File: src/hdl/bwm_pkg.sv
// Shared types and constants of the bridge window mapper.
`default_nettype none

package bwm_pkg;

  typedef struct packed {
    logic        opcode;
    logic [3:0]  map_number;
    logic        active;
    logic        width_16;
    logic        zero_wait;
    logic [31:0] window_start;
    logic [31:0] window_stop;
    logic [25:0] card_offset;
  } req_t;

  typedef struct packed {
    logic [1:0]  kind;
    logic [1:0]  area;
    logic [31:0] pci_base_value;
    logic [31:0] range_value;
    logic [31:0] local_base_value;
    logic        bus_width_16;
    logic        one_wait_state;
    logic [2:0]  status;
    logic        last;
  } res_t;

  // result kinds
  localparam logic [1:0] KIND_DISABLED   = 2'd0;
  localparam logic [1:0] KIND_PROGRAMMED = 2'd1;
  localparam logic [1:0] KIND_STATUS     = 2'd2;

  // status codes
  localparam logic [2:0] ST_OK          = 3'd0;
  localparam logic [2:0] ST_TOO_LONG    = 3'd1;
  localparam logic [2:0] ST_BAD_SPLIT   = 3'd2;
  localparam logic [2:0] ST_NO_AREA     = 3'd3;
  localparam logic [2:0] ST_BELOW_MEG   = 3'd4;
  localparam logic [2:0] ST_NOT_ALIGNED = 3'd5;

  localparam logic [5:0]  TAG_USED       = 6'h20;
  localparam logic [5:0]  TAG_FREE       = 6'h00;
  localparam logic [31:0] IO_MIN         = 32'h0000_0004;
  localparam logic [31:0] CARD_MEM_BASE  = 32'h0300_0000;
  localparam logic [31:0] MEM_RANGE_MASK = 32'h0fff_fff0;
  localparam logic [31:0] IO_RANGE_MASK  = 32'h0fff_fffc;
  localparam logic [31:0] LOW_MEG        = 32'h0010_0000;

  // controller -> datapath
  typedef struct packed {
    logic       load;
    logic       free_step;
    logic       calc;
    logic       p_step;
    logic       split_pt;
    logic       split_a;
    logic       split_b;
    logic       claim_step;
    logic       swap;
    logic       emit_status;
    logic [2:0] status;
  } dp_cmd_t;

  // datapath -> controller
  typedef struct packed {
    logic idx_last;
    logic area_free;
    logic is_io;
    logic active;
    logic too_long;
    logic below_meg;
    logic aligned;
    logic p_done;
    logic split_ok;
  } dp_stat_t;

endpackage

`default_nettype wire

File: src/hdl/bridge_window_mapper_top.sv
// Bridge window mapper: maps I/O and memory windows onto local areas.
//
// Usage: raise start with a request on req_i while busy is low; the request
// is taken at that clock edge and busy rises on the next cycle. The block
// then produces a run of results on res_o, each valid for one cycle while
// res_valid_o is high: one "disabled" transfer per area freed, up to two
// "programmed" transfers, and a final status transfer with last set. busy
// is low again in the cycle that shows the status transfer, so a new
// request may start there.
// Per request the block scans the area table to free the areas of its tag,
// then, if the request is active and the window passes its checks, scans for
// a free area to claim, and ends with the status; an unaligned I/O window adds
// a split-point search, the split steps and a second claim. The area table is
// scanned one entry per cycle through a single index. One request is handled
// at a time.
// Reset: area 0 is reserved, all other areas are free, no result pending.
// The receiver cannot stall: every result transfer is taken as shown.
`default_nettype none

module bridge_window_mapper_top #(
  parameter int AREAS          = 4,
  parameter int IO_WINDOW_MAX  = 4096,
  parameter int MEM_WINDOW_MAX = 524288
) (
  input  wire logic          clk_i,
  input  wire logic          rst_ni,
  input  wire logic          start,
  input  wire bwm_pkg::req_t req_i,
  output logic               busy,
  output bwm_pkg::res_t      res_o,
  output logic               res_valid_o
);
  import bwm_pkg::*;

  dp_cmd_t  cmd;
  dp_stat_t stat;

  bwm_ctrl u_ctrl (
    .clk_i   (clk_i),
    .rst_ni  (rst_ni),
    .start_i (start),
    .stat_i  (stat),
    .cmd_o   (cmd),
    .busy_o  (busy)
  );

  bwm_dp #(
    .AREAS          (AREAS),
    .IO_WINDOW_MAX  (IO_WINDOW_MAX),
    .MEM_WINDOW_MAX (MEM_WINDOW_MAX)
  ) u_dp (
    .clk_i       (clk_i),
    .rst_ni      (rst_ni),
    .req_i       (req_i),
    .cmd_i       (cmd),
    .stat_o      (stat),
    .res_o       (res_o),
    .res_valid_o (res_valid_o)
  );

endmodule

`default_nettype wire

File: src/hdl/bwm_dp.sv
// Datapath: request registers, area table, window arithmetic, result register.
`default_nettype none

module bwm_dp #(
  parameter int AREAS          = 4,
  parameter int IO_WINDOW_MAX  = 4096,
  parameter int MEM_WINDOW_MAX = 524288
) (
  input  wire logic              clk_i,
  input  wire logic              rst_ni,
  input  wire bwm_pkg::req_t     req_i,
  input  wire bwm_pkg::dp_cmd_t  cmd_i,
  output bwm_pkg::dp_stat_t      stat_o,
  output bwm_pkg::res_t          res_o,
  output logic                   res_valid_o
);
  import bwm_pkg::*;

  localparam int IW = (AREAS > 2) ? $clog2(AREAS) : 1;
  localparam int PW = $clog2(IO_WINDOW_MAX + 1) + 1;
  localparam logic [31:0] IoMax  = 32'(IO_WINDOW_MAX);
  localparam logic [31:0] MemMax = 32'(MEM_WINDOW_MAX);
  localparam logic [IW-1:0] IdxFirst = IW'(1);
  localparam logic [IW-1:0] IdxLast  = IW'(AREAS - 1);

  function automatic logic is_aligned(logic [31:0] base, logic [31:0] len,
                                      logic [31:0] lm1);
    is_aligned = (len != 32'd0) && ((len & lm1) == 32'd0) && ((base & lm1) == 32'd0);
  endfunction

  req_t          req_q;
  logic [5:0]    tbl_q [AREAS];
  logic [IW-1:0] idx_q;
  logic [31:0]   base_q, len_q, lm1_q;
  logic [31:0]   sec_base_q, sec_len_q, sec_lm1_q;
  logic [31:0]   split_q;
  logic [PW-1:0] p_q;
  logic          oka_q;
  res_t          res_q, res_d;
  logic          res_valid_q;

  logic          is_io;
  logic [5:0]    tag;
  logic [5:0]    entry;
  logic [31:0]   x;
  logic [31:0]   p32;
  logic          p_done;
  logic          cur_al;
  logic          sec_al;
  logic          hit_tag;
  logic          hit_free;
  logic          idx_last;
  logic          emit;

  assign is_io    = !req_q.opcode;
  assign tag      = {1'b1, is_io, req_q.map_number};
  assign entry    = tbl_q[idx_q];
  assign x        = req_q.window_start ^ req_q.window_stop;
  assign p32      = 32'(p_q);
  assign p_done   = !((p32 <= IoMax) && (p32 <= x));
  assign cur_al   = is_aligned(base_q, len_q, lm1_q);
  assign sec_al   = is_aligned(sec_base_q, sec_len_q, sec_lm1_q);
  assign hit_tag  = (entry == tag);
  assign hit_free = (entry == TAG_FREE);
  assign idx_last = (idx_q == IdxLast);
  assign emit     = cmd_i.emit_status || (cmd_i.free_step && hit_tag) ||
                    (cmd_i.claim_step && hit_free);

  always_comb begin
    stat_o.idx_last  = idx_last;
    stat_o.area_free = hit_free;
    stat_o.is_io     = is_io;
    stat_o.active    = req_q.active;
    stat_o.too_long  = is_io ? (len_q > IoMax) : (len_q > MemMax);
    stat_o.below_meg = (req_q.window_start < LOW_MEG);
    stat_o.aligned   = cur_al;
    stat_o.p_done    = p_done;
    stat_o.split_ok  = oka_q && sec_al;
  end

  always_comb begin
    res_d = '0;
    if (cmd_i.emit_status) begin
      res_d.kind   = KIND_STATUS;
      res_d.status = cmd_i.status;
      res_d.last   = 1'b1;
    end else if (cmd_i.free_step) begin
      res_d.kind = KIND_DISABLED;
      res_d.area = 2'(idx_q);
    end else begin
      res_d.kind           = KIND_PROGRAMMED;
      res_d.area           = 2'(idx_q);
      res_d.pci_base_value = base_q | {31'd0, is_io};
      res_d.range_value    = is_io ? ((~lm1_q & IO_RANGE_MASK) | 32'd1)
                                   : (~lm1_q & MEM_RANGE_MASK);
      res_d.local_base_value = is_io ? 32'd1
          : ({6'd0, req_q.card_offset} | CARD_MEM_BASE | 32'd1);
      res_d.bus_width_16   = req_q.width_16;
      res_d.one_wait_state = !req_q.zero_wait;
    end
  end

  // control state: table, scan index, result strobe
  always_ff @(posedge clk_i or negedge rst_ni) begin
    if (!rst_ni) begin
      for (int i = 0; i < AREAS; i++) begin
        tbl_q[i] <= (i == 0) ? TAG_USED : TAG_FREE;
      end
      idx_q       <= IdxFirst;
      res_valid_q <= 1'b0;
    end else begin
      res_valid_q <= emit;
      if (cmd_i.load || cmd_i.calc || cmd_i.swap) begin
        idx_q <= IdxFirst;
      end else if (cmd_i.free_step) begin
        if (hit_tag) tbl_q[idx_q] <= TAG_FREE;
        if (!idx_last) idx_q <= idx_q + IW'(1);
      end else if (cmd_i.claim_step) begin
        if (hit_free) begin
          tbl_q[idx_q] <= tag;
        end else if (!idx_last) begin
          idx_q <= idx_q + IW'(1);
        end
      end
    end
  end

  // window arithmetic
  always_ff @(posedge clk_i) begin
    if (cmd_i.load) req_q <= req_i;
    if (cmd_i.calc) begin
      base_q <= req_q.window_start;
      len_q  <= req_q.window_stop - req_q.window_start + 32'd1;
      lm1_q  <= req_q.window_stop - req_q.window_start;
      p_q    <= PW'(IO_MIN);
    end
    if (cmd_i.p_step && !p_done) p_q <= p_q << 1;
    if (cmd_i.split_pt) begin
      split_q <= (req_q.window_start & ~(p32 - 32'd1)) + (p32 >> 1);
    end
    if (cmd_i.split_a) begin
      base_q <= req_q.window_start;
      len_q  <= split_q - req_q.window_start;
      lm1_q  <= split_q - req_q.window_start - 32'd1;
    end
    if (cmd_i.split_b) begin
      oka_q      <= cur_al;
      sec_base_q <= split_q;
      sec_len_q  <= req_q.window_stop - split_q + 32'd1;
      sec_lm1_q  <= req_q.window_stop - split_q;
    end
    if (cmd_i.swap) begin
      base_q <= sec_base_q;
      len_q  <= sec_len_q;
      lm1_q  <= sec_lm1_q;
    end
    if (emit) res_q <= res_d;
  end

  assign res_o       = res_q;
  assign res_valid_o = res_valid_q;

endmodule

`default_nettype wire

File: src/hdl/bwm_ctrl.sv
// Controller: sequences free scan, checks, split search and area claims.
`default_nettype none

module bwm_ctrl (
  input  wire logic              clk_i,
  input  wire logic              rst_ni,
  input  wire logic              start_i,
  input  wire bwm_pkg::dp_stat_t stat_i,
  output bwm_pkg::dp_cmd_t       cmd_o,
  output logic                   busy_o
);
  import bwm_pkg::*;

  typedef enum logic [3:0] {
    S_IDLE, S_FREE, S_CALC, S_CLASSIFY, S_PSCAN, S_SPLIT_PT, S_SPLIT_A,
    S_SPLIT_B, S_SPLIT_CHK, S_CLAIM, S_SWAP, S_DONE
  } state_e;

  state_e     state_q, state_d;
  logic [2:0] st_q, st_d;
  logic       second_q, second_d;
  logic       busy_q, busy_d;

  always_comb begin
    state_d  = state_q;
    st_d     = st_q;
    second_d = second_q;
    busy_d   = busy_q;
    cmd_o    = '0;
    cmd_o.status = st_q;
    unique case (state_q)
      S_IDLE: begin
        if (start_i && !busy_q) begin
          cmd_o.load = 1'b1;
          busy_d     = 1'b1;
          st_d       = ST_OK;
          second_d   = 1'b0;
          state_d    = S_FREE;
        end
      end
      S_FREE: begin
        cmd_o.free_step = 1'b1;
        if (stat_i.idx_last) state_d = S_CALC;
      end
      S_CALC: begin
        cmd_o.calc = 1'b1;
        state_d    = stat_i.active ? S_CLASSIFY : S_DONE;
      end
      S_CLASSIFY: begin
        if (stat_i.is_io) begin
          priority if (stat_i.too_long) begin
            st_d    = ST_TOO_LONG;
            state_d = S_DONE;
          end else if (stat_i.aligned) begin
            state_d = S_CLAIM;
          end else begin
            state_d = S_PSCAN;
          end
        end else begin
          priority if (stat_i.below_meg) begin
            st_d    = ST_BELOW_MEG;
            state_d = S_DONE;
          end else if (stat_i.too_long) begin
            st_d    = ST_TOO_LONG;
            state_d = S_DONE;
          end else if (!stat_i.aligned) begin
            st_d    = ST_NOT_ALIGNED;
            state_d = S_DONE;
          end else begin
            state_d = S_CLAIM;
          end
        end
      end
      S_PSCAN: begin
        cmd_o.p_step = 1'b1;
        if (stat_i.p_done) state_d = S_SPLIT_PT;
      end
      S_SPLIT_PT: begin
        cmd_o.split_pt = 1'b1;
        state_d        = S_SPLIT_A;
      end
      S_SPLIT_A: begin
        cmd_o.split_a = 1'b1;
        state_d       = S_SPLIT_B;
      end
      S_SPLIT_B: begin
        cmd_o.split_b = 1'b1;
        state_d       = S_SPLIT_CHK;
      end
      S_SPLIT_CHK: begin
        if (stat_i.split_ok) begin
          second_d = 1'b1;
          state_d  = S_CLAIM;
        end else begin
          st_d    = ST_BAD_SPLIT;
          state_d = S_DONE;
        end
      end
      S_CLAIM: begin
        cmd_o.claim_step = 1'b1;
        if (stat_i.area_free) begin
          second_d = 1'b0;
          state_d  = second_q ? S_SWAP : S_DONE;
        end else if (stat_i.idx_last) begin
          st_d    = ST_NO_AREA;
          state_d = S_DONE;
        end
      end
      S_SWAP: begin
        cmd_o.swap = 1'b1;
        state_d    = S_CLAIM;
      end
      S_DONE: begin
        cmd_o.emit_status = 1'b1;
        busy_d            = 1'b0;
        state_d           = S_IDLE;
      end
      default: state_d = S_IDLE;
    endcase
  end

  always_ff @(posedge clk_i or negedge rst_ni) begin
    if (!rst_ni) begin
      state_q  <= S_IDLE;
      st_q     <= ST_OK;
      second_q <= 1'b0;
      busy_q   <= 1'b0;
    end else begin
      state_q  <= state_d;
      st_q     <= st_d;
      second_q <= second_d;
      busy_q   <= busy_d;
    end
  end

  assign busy_o = busy_q;

endmodule

`default_nettype wire

File: config.mk
export PLATFORM = sky130hd
export DESIGN_NAME = bridge_window_mapper_top
export DESIGN_NICKNAME = d
export VERILOG_FILES = /design/src/hdl/bwm_pkg.sv /design/src/hdl/bridge_window_mapper_top.sv /design/src/hdl/bwm_dp.sv /design/src/hdl/bwm_ctrl.sv
export SDC_FILE = /design/constraint.sdc
export NUM_CORES = 1
export LEC_CHECK = 0
export BUFFER_PORTS_ARGS = -buffer_cell sky130_fd_sc_hd__buf_2
export CAP_MARGIN = 25
export CORE_ASPECT_RATIO = 0.7
export CORE_MARGIN = 2
export CORE_UTILIZATION = 58
export CTS_BUF_LIST = sky130_fd_sc_hd__clkbuf_4 sky130_fd_sc_hd__clkbuf_8
export CTS_CLUSTER_SIZE = 14
export DETAILED_ROUTE_END_ITERATION = 10
export GPL_TIMING_DRIVEN = 0
export PLACE_DENSITY = 0.83
export SLEW_MARGIN = 5
export SYNTH_ARGS = -nofsm -noshare
export SYNTH_HDL_FRONTEND = slang
export SYNTH_SLANG_ARGS = --single-unit
File: constraint.sdc
create_clock -name clk_i -period 7.7 [get_ports clk_i]
set_input_delay 0.77 -clock clk_i [delete_from_list [all_inputs] [get_ports clk_i]]
set_output_delay 0.77 -clock clk_i [all_outputs]
set_load 0.01 [all_outputs]
Yosys cells after proc, flatten, opt, wreduce, memory -nomap -nowiden:

Index checks and enable logic that the tools add are counted.

* add/subtract/negate cells: 9
* $lt $le $gt $ge: 7
* equality and inequality tests: 26
* multiplexer cells: 73
* bitwise logic cells: 14
* reductions and logical operators: 43

Operators by type and width (count)
* $mux W32: 9
* $and A32 B32 Y32: 5
* $logic_not A32 Y1: 4
* $mux W24: 4
* $sub A32 B32 Y32: 3
* $add A32 B1 Y32 const B: 2
* $reduce_bool A32 Y1: 2
* $mux W4: 11
* $pmux W4 S11: 1
* $add A32 B13 Y32: 1
* $gt A32 B13 Y1 const B: 1
* $gt A32 B20 Y1 const B: 1
* $le A14 B32 Y1: 1
* $lt A32 B21 Y1 const B: 1
* $not A32 Y32: 1
* $or A32 B1 Y32: 1
* $sub A32 B1 Y32 const B: 1
* $xor A32 B32 Y32: 1
* $mux W3: 10
* $mux W14: 2
* $not A28 Y28: 1
* $mux W26: 1
* $and A24 B24 Y24: 1
* $bwmux W24: 1
* other kinds (40): 106

* bits in registers: 471
* output and inout bits: 108
* word-level logic and storage cells: 211

Depth between registers and ports, before layout:

* depth after elaboration: 9
* depth in mapped cells: 15
* depth with buffers taken out: 15

Hierarchy:

From an unflattened synthesis, not the netlist that was laid out.

* cells, all modules: 2502
* area total of the unflattened synthesis: 26482.9 sq um

By module, submodules not included
* bwm_dp: times used 1, cells an instance 2410, area an instance 25784.7 sq um, sequential area each 13410.4 sq um
* bwm_ctrl: times used 1, cells an instance 92, area an instance 698.2 sq um, sequential area each 225.2 sq um

Worst setup path after synthesis:

No wires, ideal clock.

* path type: reg2reg
* from: reg u_ctrl.state_q[0]
* to: reg u_dp.base_q[0] (enable)
* library setup time: 0.582 ns
* arrival: 5.429 ns
* setup slack: 1.688 ns
* cell stages (with the launch flop): 4
* buffers on the path: 1
* path through: dfrtp_1 > clkbuf_1 > nand2b_1 > a21oi_1

* cells in the longest elaborated chain, start to end: 3
* elaborated cells between the ends (all ways): 7
* classes of those cells: eq/ne: 3; mux: 3; reduce/logical: 1

RTL lines
* start, declared: line bwm_ctrl.sv:19 `state_e state_q, state_d;`
* start signal, assigned: line bwm_ctrl.sv:129 `state_q <= state_d;`
* $eq A4 B3 Y1, or another cell as far along: line bwm_ctrl.sv:31 `unique case (state_q)`
* $mux W1: line bwm_ctrl.sv:31
* $reduce_bool A3 Y1 (no source line) *
* end signal, assigned: line bwm_dp.sv:132 `base_q <= req_q.window_start;`
* end signal, assigned: line bwm_dp.sv:142 `base_q <= req_q.window_start;`
* end signal, assigned: line bwm_dp.sv:153 `base_q <= sec_base_q;`
* end, declared: line bwm_dp.sv:34 `logic [31:0] base_q, len_q, lm1_q;`

Mark *: on every way between the ends. The rest lies on a longest branch, timed or not.
A chain may end at the register's enable or synchronous reset.

Final worst setup path:

* from: reg u_dp.req_q[58] (netlist bit)
* to: reg u_dp.len_q[31], data pin

* cells in the longest elaborated chain, start to end: 5
* elaborated cells between the ends (all ways): 6
* classes of those cells: add/sub: 3; mux: 3

RTL lines
* start, declared: line bwm_dp.sv:31 `req_t req_q;`
* start signal, assigned: line bwm_dp.sv:130 `if (cmd_i.load) req_q <= req_i;`
* $sub A32 B32 Y32: line bwm_dp.sv:133 `len_q <= req_q.window_stop - req_q.window_start + 32'd1;`
* $add A32 B1 Y32: line bwm_dp.sv:133
* $mux W32: line bwm_dp.sv:131 `if (cmd_i.calc) begin`
* $mux W32 *: line bwm_dp.sv:141 `if (cmd_i.split_a) begin`
* $mux W32 *: line bwm_dp.sv:152 `if (cmd_i.swap) begin`
* end signal, assigned: line bwm_dp.sv:133
* end signal, assigned: line bwm_dp.sv:143 `len_q <= split_q - req_q.window_start;`
* end signal, assigned: line bwm_dp.sv:154 `len_q <= sec_len_q;`
* end, declared: line bwm_dp.sv:34

Mark *: on every way between the ends. The rest lies on a longest branch, timed or not. The select of a mux whose other input is x is not followed.

==> flow_summary_export.csv <==
group,metric,value,unit
run_status,status,"complete, no violations",
critical_path,critical-path-slowest-cell,"nor4_2",
sta,max_slew_margin,26.8,%
final_layout,drive_above_1_share,13.7,%
critical_path,cp-end-kind,"flop",
placed_design,port_buffers,194,
power,irDropWorstVdd,0.000152,V
die,core_region_area,46400,µm²
power,p_leak,11.4,nW
critical_path,cp_max_fo,7,
critical_path,cp_data_required_time,8.08,ns
cts,cts_sinks,460,
critical_path,worst-path-buf-inv,1,
sta,layout_min_cycle_time,5.76,ns
die,dieHeight,185,µm
drt,wire_per_inst,27.2,µm
sta,worst_pin_slew,1.09,ns
sta,slew_viol_final,0,
die,io_pins,209,
critical_path,cp_top_family,"simple AND/OR/NAND/NOR gates",
die,rows,66,
drt,first_iter_violations,3757,
final_layout,area_growth_syn_to_layout,12.1,%
global_route,antenna_found_initial,3,
global_route,grt_pass1_vias,21700,
hold_path,worst_hold_path_type,"in -> async",
global_route,grt_pass1_wl,139,mm
synth,synth_area_leaders,"edfxtp_1 (47%), ha_1 (5.6%), o21ai_0 (4.1%)",
global_route,grt_max_degree,74,
synth,syn_area,27300,µm²
synth,synth_top_area_cell,"edfxtp_1",
die,die_x,263,µm
cts,htreeDepth,3,
placed_design,dp_hpwl,78.9,mm
final_layout,fin_nets,3170,
sta,fin_skew,0.0355,ns
sta,rsz0062_at_grt,"false",
cts,cts_root_buffer,"clkbuf_8",
sta,hold_ws,0.208,ns
synth,synth_ff_type,"edfxtp_1",
critical_path,crit_chain,"ha_1 -> inv_1 -> fa_1 -> a21oi_1 -> o21bai_1 -> xor2_1 -> and4bb_2 -> nand4_1 -> or3_1 -> nor4_2 -> nand4bb_1 -> a221oi_1 -> o31ai_1",
power,power_per_cell_area,152,nW/µm²
cts,insertion_delay,0.67,ns
sta,finalHoldViolations,0,
cts,cts_tree,"built",
power,power,4.65,mW
sta,tns,0,ns
run,drv_cap,0,
critical_path,critPathLaunchType,"flop",
critical_path,ff2ff_path_depth,13,
critical_path,crit_path_max_incr_delay,0.80,ns
synth,yosys_warnings,0,
drt,drt-vias-per-instance,6.63,
sta,min_period_over_period,74.8,%
sta,finalSetupViolCount,0,
cts,cts_resized,0,
critical_path,cp-startpoint,"u_dp.req_q[58]",
drt,drtAntennaViolNets,0,
die,start_util,58.7,%
drt,finalWirelength,98.1,mm
cts,postCtsSetupBuffers,0,
synth,synth_cells,2655,
synth,yosysTopAreaCellShare,46.7,%
synth,synth_edf_count,424,
cts,cts.path.max_buffers,3,
cts,cts_made_buffers,68,
global_route,track_usage,39.7,%
synth,synth.avg_cell_area,10.3,µm²
synth,synth_cell_types,107,
drt,dr.pass1.iters,7,
drt,dr_total_vias,23900,
critical_path,cp.arrival,6.14,ns
cts,path_clk_slew,0.06,ns
placed_design,finalWeightedCongestion,1.09,
critical_path,path_class,"reg -> reg",
cts,cts_hold_buf,0,
synth,yosysSeqAreaShare,50.0,%
drt,drc,0,
synth,async_reset_ff_share,7.83,%
synth,synth_seq_cells,460,
sta,clock.fmax,174,MHz
critical_path,r2r-start,"u_dp.req_q[58]",
global_route,grt_overflow,0,
critical_path,cp.depth,13,
die,die-area,48800,µm²
final cells by class:
| cell class | instances | area [µm²] |
|---|---|---|
| fill | 3543 | 15800 |
| inverter | 128 | 483 |
| sequential | 460 | 13600 |
| clock buffer | 91 | 1130 |
| clock inverter | 31 | 149 |
| antenna | 2 | 5.00 |
| timing repair buffer | 208 | 1190 |
| multi-input combinational | 1971 | 12700 |
| tap | 612 | 766 |
| buffer | 106 | 473 |
synthesized netlist by cell type, drive strengths merged, types with 46 or more instances:
cell / number
o21ai: 236
edfxtp: 424
xnor2: 114
nand3: 66
nor3: 56
nand2: 260
nand4: 53
clkbuf: 75
nor4: 46
a21oi: 157
inv: 128
nor2: 211
ha: 123
xor2: 55
and3: 52
and2: 76
report_power, final:
| part | total (mW) | leakage [nW] | switching (mW) | internal, mW |
|---|---|---|---|---|
| clock | 1.92 | 0.676 | 0.959 | 0.958 |
| sequential | 2.70 | 4.26 | 0 | 2.70 |
| combinational | 0.0345 | 6.45 | 0.0139 | 0.0205 |
cell usage in the layout, fill, tap and decap left out, types with 41 or more instances in the layout:
cell        n
xor2_1     55
inv_1     127
nand2_1   260
ha_1      123
nand3_1    65
xnor2_1   113
clkbuf_1   75
nor2_1    209
buf_2     212
a22oi_1    41
edfxtp_1  424
and3_1     51
and2_1     73
a21oi_1   153
nor3_1     52
nand4_1    53
clkbuf_8   71
o21ai_0   225
cell families after synthesis:
group | synth area share [%]
buffers and inverters | 3.50
flip-flops | 50.0
AO/OA/AOI/OAI | 16.6
XOR/XNOR | 5.46
multiplexers | 0.922
AND/OR/NAND/NOR | 17.6
other | 0.0138
adder cells (fa/ha/maj) | 5.86
path summary, 6_finish.rpt:
kind                                    end  slack (ns)
setup / recovery             u_dp.len_q[31]        1.94
min in group clk_i           u_dp.req_q[93]        0.27
max in group asynchronous     u_dp.tbl_q[9]        6.90
hold / removal             u_dp.res_valid_o        0.21
hold reg to reg              u_dp.tbl_q[18]        0.49
setup reg to reg             u_dp.len_q[31]        1.94
layer usage:
| layer | vias to the layer above | global-route usage (%) | wire length [µm] |
|---|---|---|---|
| met5 | - | 0 | 21 |
| met4 | 4 | 11.8 | 2810 |
| met3 | 176 | 12.5 | 14600 |
| met2 | 1706 | 55.3 | 39400 |
| met1 | 11600 | 58.9 | 41300 |
| li1 | 10500 | - | - |
state kept, by name, indices dropped and copies added, names as in the netlist, 3 cells and up:
signal / flops
u_dp.req_q: 94
u_dp.res_o: 94
u_dp.base_q: 32
u_dp.len_q: 32
u_dp.lm1_q: 32
u_dp.sec_len_q: 32
u_dp.sec_lm1_q: 32
u_dp.sec_base_q: 31
u_dp.split_q: 31
u_dp.tbl_q: 24
u_dp.p_q: 12
u_ctrl.state_q: 4
u_ctrl.st_q: 3
worst register-to-register path, cell delays in order, from the launching register on:
cell,delay [ns]
edfxtp_1,0.54
ha_1,0.32
inv_1,0.09
fa_1,0.41
a21oi_1,0.33
o21bai_1,0.13
xor2_1,0.51
and4bb_2,0.43
nand4_1,0.41
or3_1,0.69
nor4_2,0.81
nand4bb_1,0.32
a221oi_1,0.34
o31ai_1,0.16
per-stage QoR:
step           setup WS [ns]  utilization, %  instances  cell area, µm²
6_report                1.94            65.9       3609           30600
3_5_place_dp            2.16            63.1       3482           29300
2_1_floorplan           1.69               -       2665           27300
5_1_grt                 1.84            65.9       3607           30600
4_1_cts                 2.17            65.8       3604           30600
3_3_place_gp           0.291            62.6       3471           29000
Power figures use the tool's default switching activity.
